## src/hw/rtl/mra_pkg.sv

```systemverilog
`timescale 1ns / 1ps
// mra_pkg: command codes and the per-stage control group of the modular ring alu
// no dependencies; used by every module of the block
package mra_pkg;

    // operation codes carried on i_cmd
    typedef enum logic [2:0] {
        CMD_ADD = 3'd0,
        CMD_SUB = 3'd1,
        CMD_MUL = 3'd2,
        CMD_R2S = 3'd3,
        CMD_S2R = 3'd4
    } t_cmd;

    // control that travels with each transaction down the pipeline
    typedef struct packed {
        logic err;       // range error or zero modulus, result forced to 0
        logic mul_path;  // result comes from the multiply/reduce chain
        logic neg_fix;   // negative signed input: take modulus minus residue
    } t_ctl;

endpackage

```

## src/hw/rtl/mra_step.sv

```systemverilog
`timescale 1ns / 1ps
// mra_step: one bit of the interleaved modular multiply, acc = 2*acc + bit*x mod m,
// taking the multiplier MSB first; uses mra_pkg
module mra_step #(
    parameter int W = 64
) (
    input  logic              i_clk,
    input  logic              i_rst_n,
    input  logic              i_adv,
    input  logic              i_valid,
    input  mra_pkg::t_ctl     i_ctl,
    input  logic [W-1:0]      i_direct,
    input  logic [W-1:0]      i_x,
    input  logic [W-1:0]      i_y,
    input  logic [W-1:0]      i_acc,
    input  logic [W-1:0]      i_mod,
    output logic              o_valid,
    output mra_pkg::t_ctl     o_ctl,
    output logic [W-1:0]      o_direct,
    output logic [W-1:0]      o_x,
    output logic [W-1:0]      o_y,
    output logic [W-1:0]      o_acc
);

    logic              r_valid;
    mra_pkg::t_ctl     r_ctl;
    logic [W-1:0]      r_direct;
    logic [W-1:0]      r_x;
    logic [W-1:0]      r_y;
    logic [W-1:0]      r_acc, n_acc;

    logic [W:0]        dbl;
    logic [W:0]        dbl_red;
    logic [W:0]        tot;

    // double and reduce, then add the selected multiplicand and reduce
    always_comb begin
        dbl     = {i_acc, 1'b0};
        dbl_red = (dbl >= {1'b0, i_mod}) ? (dbl - {1'b0, i_mod}) : dbl;
        tot     = dbl_red + {1'b0, (i_y[W-1] ? i_x : '0)};
        n_acc   = (tot >= {1'b0, i_mod}) ? W'(tot - {1'b0, i_mod}) : tot[W-1:0];
    end

    always_ff @(posedge i_clk) begin
        if (!i_rst_n) begin
            r_valid <= 1'b0;
        end else if (i_adv) begin
            r_valid <= i_valid;
        end
    end

    always_ff @(posedge i_clk) begin
        if (i_adv) begin
            r_ctl    <= i_ctl;
            r_direct <= i_direct;
            r_x      <= i_x;
            r_y      <= {i_y[W-2:0], 1'b0};
            r_acc    <= n_acc;
        end
    end

    assign o_valid  = r_valid;
    assign o_ctl    = r_ctl;
    assign o_direct = r_direct;
    assign o_x      = r_x;
    assign o_y      = r_y;
    assign o_acc    = r_acc;

endmodule

```

## config.mk

```make
export PLATFORM = sky130hd
export DESIGN_NAME = mra_step
export DESIGN_NICKNAME = d
export VERILOG_FILES = /design/src/hw/rtl/mra_pkg.sv /design/src/hw/rtl/mra_step.sv
export SDC_FILE = /design/constraint.sdc
export NUM_CORES = 1
export LEC_CHECK = 0
export ABC_CLOCK_PERIOD_IN_PS = 13100
export BUFFER_PORTS_ARGS = -buffer_cell sky130_fd_sc_hd__clkbuf_2
export CORE_AREA = 3 3 225 227
export DETAILED_ROUTE_END_ITERATION = 16
export DIE_AREA = 0 0 228 230
export PLACE_DENSITY = 0.7
export SLEW_MARGIN = 20
export SYNTH_ARGS = -nofsm -noshare
export SYNTH_HDL_FRONTEND = slang
export SYNTH_SLANG_ARGS = --single-unit
```

## constraint.sdc

```tcl
create_clock -name i_clk -period 13.1 [get_ports i_clk]
set_clock_uncertainty 0.1 [all_clocks]
set_input_delay 0 -clock i_clk [delete_from_list [all_inputs] [get_ports i_clk]]
set_output_delay 0 -clock i_clk [all_outputs]
set_load 0.01 [all_outputs]
```

After elaboration in Yosys (flattened, before gate mapping). Index checks and enable logic that the tools add are counted.

Add/subtract/negate cells: 3. Multiply operators: 0. Div/mod/pow operators: 0. $lt $le $gt $ge: 2. Eq/ne operators: 0. Shifts and indexed selects: 0. Mux-type cells: 3. Bitwise operators: 0. Reductions and logical operators: 0.

Operators with widths (count): $ge 65x64->1 (2); $mux 64 (2); $add 65x64->65 (1); $mux 65 (1); $sub 65x64->65 (1); $sub 64x64->64 (1).

Register bits: 259. Latch bits: 0. Memory bits (writable): 0. ROM bits: 0. Input port bits: 327. Output and inout bits: 260. Logic and storage cells: 16. Memories kept: 0.

Longest topological paths before layout.
Depth after elaboration: 5. Mapped depth: 40. Mapped depth without buffers: 36.

Worst setup path before layout. OpenSTA, ideal clock, no wires.

Kind: input to register. Start: input i_mod[27]. End: register r_acc[54] (netlist: o_acc[54]) (data pin). Setup time: 0.262 ns. Data arrival time: 7.824 ns. Required time: 12.738 ns. Path slack: 4.914 ns. Stages on the path: 36. Buffers on the path: 3. Cells stage by stage: inv_1 ha_1 clkbuf_1 a311oi_1 a21o_1 and2_0 or4_1 o21ai_1 a41oi_1 o21ai_1 clkbuf_1 and2_1 ha_1 inv_1 fa_1 nand2b_1 a21oi_1 o21ai_0 a2111oi_0 nor3b_1 o31ai_1 a21oi_1 o21ai_0 xor2_1 ha_1 a21o_1 a31oi_1 o2111ai_1 a2111oi_0 o21ai_1 a221oi_2 o21ai_0 nand2_1 nand3_2 buf_2 mux2_1.

Cells in the longest elaborated chain, start to end: 5. Elaborated cells between the ends (all ways): 7. Those cells by class: add/sub (3); order compare (2); mux (2).

Ends and longest elaborated chain: from (decl) (line mra_step.sv:16) `input logic [W-1:0] i_mod,`; $sub 65x64->65 or $ge 65x64->1 (tied branches) (line mra_step.sv:39) `dbl_red = (dbl >= {1'b0, i_mod}) ? (dbl - {1'b0, i_mod}) : dbl;`; $mux 65 (line mra_step.sv:39); $add 65x64->65 (line mra_step.sv:40) `tot = dbl_red + {1'b0, (i_y[W-1] ? i_x : '0)};`; $sub 64x64->64 or $ge 65x64->1 (tied branches) (line mra_step.sv:41) `n_acc = (tot >= {1'b0, i_mod}) ? W'(tot - {1'b0, i_mod}) : tot[W-1:0];`; $mux 64 * (line mra_step.sv:41); named net n_acc[54] (line mra_step.sv:30) `logic [W-1:0] r_acc, n_acc;`; to (signal assigned) (line mra_step.sv:58) `r_acc <= n_acc;`; to (decl) (line mra_step.sv:30).

Mark *: on every way through the listed nets, which the timed path passes. The rest lies on a longest branch. A chain may end at the register's enable or synchronous reset.

Final worst setup path.
Start: input i_mod[1]. End: register r_acc[5] (netlist: o_acc[5]) (data pin).

Same word-level chain as after synthesis.

==> key figures <==
Route
  – Drt wl/cell: 23.1 µm
  – Initial drt markers: 1,610
  – Post-Route WL: 84,200 µm
  – Vias/cell: 5.70
  – Final ANT Viol Nets: 0
  – Remaining DRCs: 0
  – Via count: 20,773
  – Drt pass-1 iters: 8

Critical path
  – Worst setup EP type: register
  – CP required: 13.34 ns
  – Critical Path AT: 11.63 ns
  – Startpoint Class: input pin
  – CP Class: input pin to register
  – R2R Setup Slk: 11.83 ns
  – Worst path max stage delay: 0.80 ns
  – Register-to-Register Path Depth: 3
  – Worst reg2reg path startpoint: o_valid
  – Critical-path top delay cell: nand3_2
  – CP Max Fanout: 102
  – Critical R2R Capture: o_valid

Min path
  – Min-Delay Endpoint: o_y[51]
  – Tightest Hold Check Type: input pin to register
  – Min-Delay Path Depth: 2
  – Hold path start: i_y[50]

GRT
  – Vias in the first global route: 20,530
  – Antenna violations before repair: 5
  – Global-route usage over all layers: 30.9%
  – Grt total ovfl: 0
  – Maximum number of pins on one net before global-route repair: 103
  – Global-route wire length before repair: 126,000 µm

Logic synthesis
  – XOR/XNOR Fraction of Synth Area: 7.45%
  – Fraction of registers with async set/reset: 0%
  – Post-Synth Adder-Cell Area: 11.7%
  – Largest family of logic cells by synthesized area: compound AO/OA/AOI/OAI gates
  – Yosys warns: 0
  – Avg Inst Size Synth: 9.45 µm²
  – Synth Flop Type: edfxtp_1
  – Sequential share of the synthesized area: 36.9%
  – Post-synthesis simple-gate area fraction: 13.9%
  – Synth Cell Area: 21,000 µm²
  – EDFF count, synth: 258
  – Synthesized Nets: 2,747
  – #FFs+latches synth: 259
  – Multiplexer share of the synthesized area: 4.25%
  – Post-synthesis compound-gate area fraction: 21.9%
  – Post-Syn Instances: 2,225
  – Post-synth cell types: 81

Clock network
  – Num Clock Sinks: 259
  – CTS buffer count: 30
  – Post-CTS resize count: 0
  – Root Buffer: clkbuf_16
  – H-tree depth: 1
  – CTS tree: done
  – Clk_lat worst skew: 0.59 ns
  – Worst-path clk slew: 0.06 ns
  – Worst-case clock buffer depth: 3

Flow run
  – Max Cap Viol: 0

Placed design
  – GP Congestion: 1.00
  – Inst Count DP: 3,390
  – Post-DP HPWL: 67,700 µm
  – PortBufs: 585

Floorplanning
  – Starting Density: 43.1%
  – Core area: 48,800 µm²
  – Die width: 228 µm
  – Io pins: 587
  – Die area: 52,400 µm²
  – DIE HEIGHT: 230 µm
  – Number of cell rows: 81

STA
  – Worst slew pin tran: 1.07 ns
  – Fin. Hold Viols: 0
  – Period utilisation layout: 86.9%
  – Setup total negative slack: 0 ns
  – Post-layout minimum cycle time: 11.39 ns
  – RSZ-0062 raised after global routing: false
  – Worst rel slew slack: 28.7%
  – Fmax achieved: 0.0878 GHz
  – Final setup vio count: 0
  – Max Slew Vio Count: 0

Layout
  – Share of layout cells above drive strength 1: 22.6%
  – Final core utilization: 56.2%
  – Synth-to-Final Area Change: 30.6%
  – Final non-filler cell total: 3,646
  – Post-layout nets: 3,479

Pwr
  – Final Total Pwr: 4.62 mW
  – P_leak: 12.6 nW
  – Max VDD drop: 0.109 mV
  – Power per cell area: 168 nW/µm²

Outcome
  – Status: complete, no violations
state kept, by name (all words and copies together) (netlist names):
| register | cells |
|---|---|
| o_y | 63 |
| o_valid | 1 |
| o_ctl | 3 |
| o_acc | 64 |
| o_x | 64 |
| o_direct | 64 |
worst max-delay path by stage:
stage	cells after the start	endpoint	slack [ns]	start
final	37	o_acc[5]	1.71	i_mod[1]
after global routing	39	o_acc[5]	0.93	i_mod[1]
after CTS	35	o_acc[5]	1.83	i_mod[1]
after detailed placement	33	o_acc[5]	1.65	i_mod[7]
after global placement	35	o_acc[5]	1.89	i_mod[7]
after floorplan	36	o_acc[54]	4.91	i_mod[27]
per-stage QoR:
step	instance area [µm²]	hold WS, ns	worst slack, ns
floorplan	21000	-0.00113	4.91
global placement	24500	0.0776	1.89
detailed placement	24500	0.0786	1.65
CTS	27500	0.00202	1.83
global route	27500	0.0122	0.935
finish	27500	0.0244	1.71
cell usage in the layout (no fill, tap or decap), types with 67 or more instances in the layout:
cell type and n:
inv_1 121, dlygate4sd3_1 199, xor2_1 67, o21ai_0 100
nor2_1 141, clkbuf_2 584, and2_1 81, xnor2_1 110
edfxtp_1 258, ha_1 192, nand2_1 138, a21oi_1 241
a21o_1 133
cell families after synthesis:
group	Yosys count
multiplexers	80
AO/OA/AOI/OAI	715
adder cells (fa/ha/maj)	195
buffers and inverters	212
AND/OR/NAND/NOR	585
flip-flops	259
XOR/XNOR	178
other	1
critical path: cells and delay by family:
| kind | cells | cell delay, ns |
|---|---|---|
| simple gates | 10 | 2.22 |
| mux | 2 | 0.79 |
| buf+inv | 5 | 1.68 |
| compound gates | 16 | 5.61 |
| fa+ha+maj | 3 | 1.01 |
| xor+xnor | 1 | 0.22 |
per-layer routing:
metal  GRT usage (%)  vias to the layer above  routed length, µm
met1            39.5                     9916              35100
met2            53.2                      932              40400
met5               0                        -                 43
li1                -                     9767                  -
met3            5.70                      152               5800
met4            9.59                        6               2920
final cells by class:
cell class	count	area [µm²]
Sequential cell	259	7770
Inverter	121	454
Timing Repair Buffer	791	5010
Clock buffer	32	758
Tap cell	664	831
Fill cell	4441	21400
Clock inverter	23	190
Multi-Input combinational cell	1754	12500
Antenna cell	2	5.00
report_power, final:
group / internal (mW) / switching [mW] / leakage, nW / total [mW]
Clock: 0.458 / 0.360 / 0.469 / 0.819
Combinational: 1.03 / 1.55 / 9.62 / 2.58
Sequential: 1.15 / 0.0629 / 2.53 / 1.22
cells in the mapped netlist, drive strengths merged, types with 5 or more instances:
cell / number / area (µm²)
edfxtp: 258 / 7750
a21oi: 242 / 1210
ha: 192 / 2400
nor2: 141 / 529
nand2: 138 / 518
a21o: 133 / 998
inv: 121 / 454
o21ai: 113 / 566
xnor2: 111 / 980
and2: 82 / 513
mux2: 75 / 845
clkbuf: 70 / 263
xor2: 67 / 587
nand4: 46 / 288
nand3: 42 / 215
o21bai: 39 / 304
a31oi: 36 / 225
nor2b: 27 / 169
and3: 25 / 156
nor3: 23 / 115
buf: 21 / 103
nand2b: 16 / 100
a211oi: 15 / 113
o211ai: 15 / 113
o21a: 14 / 105
o31ai: 13 / 97.6
or3: 12 / 75.1
a311oi: 11 / 103
a41oi: 10 / 87.6
a21boi: 9 / 67.6
nor4: 9 / 56.3
a221oi: 8 / 76.3
o221ai: 7 / 61.3
a211o: 6 / 52.6
or2: 6 / 37.5
a31o: 5 / 43.8
mux2i: 5 / 50.1
o31a: 5 / 43.8
or4: 5 / 37.5
what timing repair did:
item / CTS / global route
setup buffers: 0 / 0
hold buffers: 199 / 0
hold endpoints to repair: 264 / 0
No activity file was read; power rests on OpenSTA's default activity.
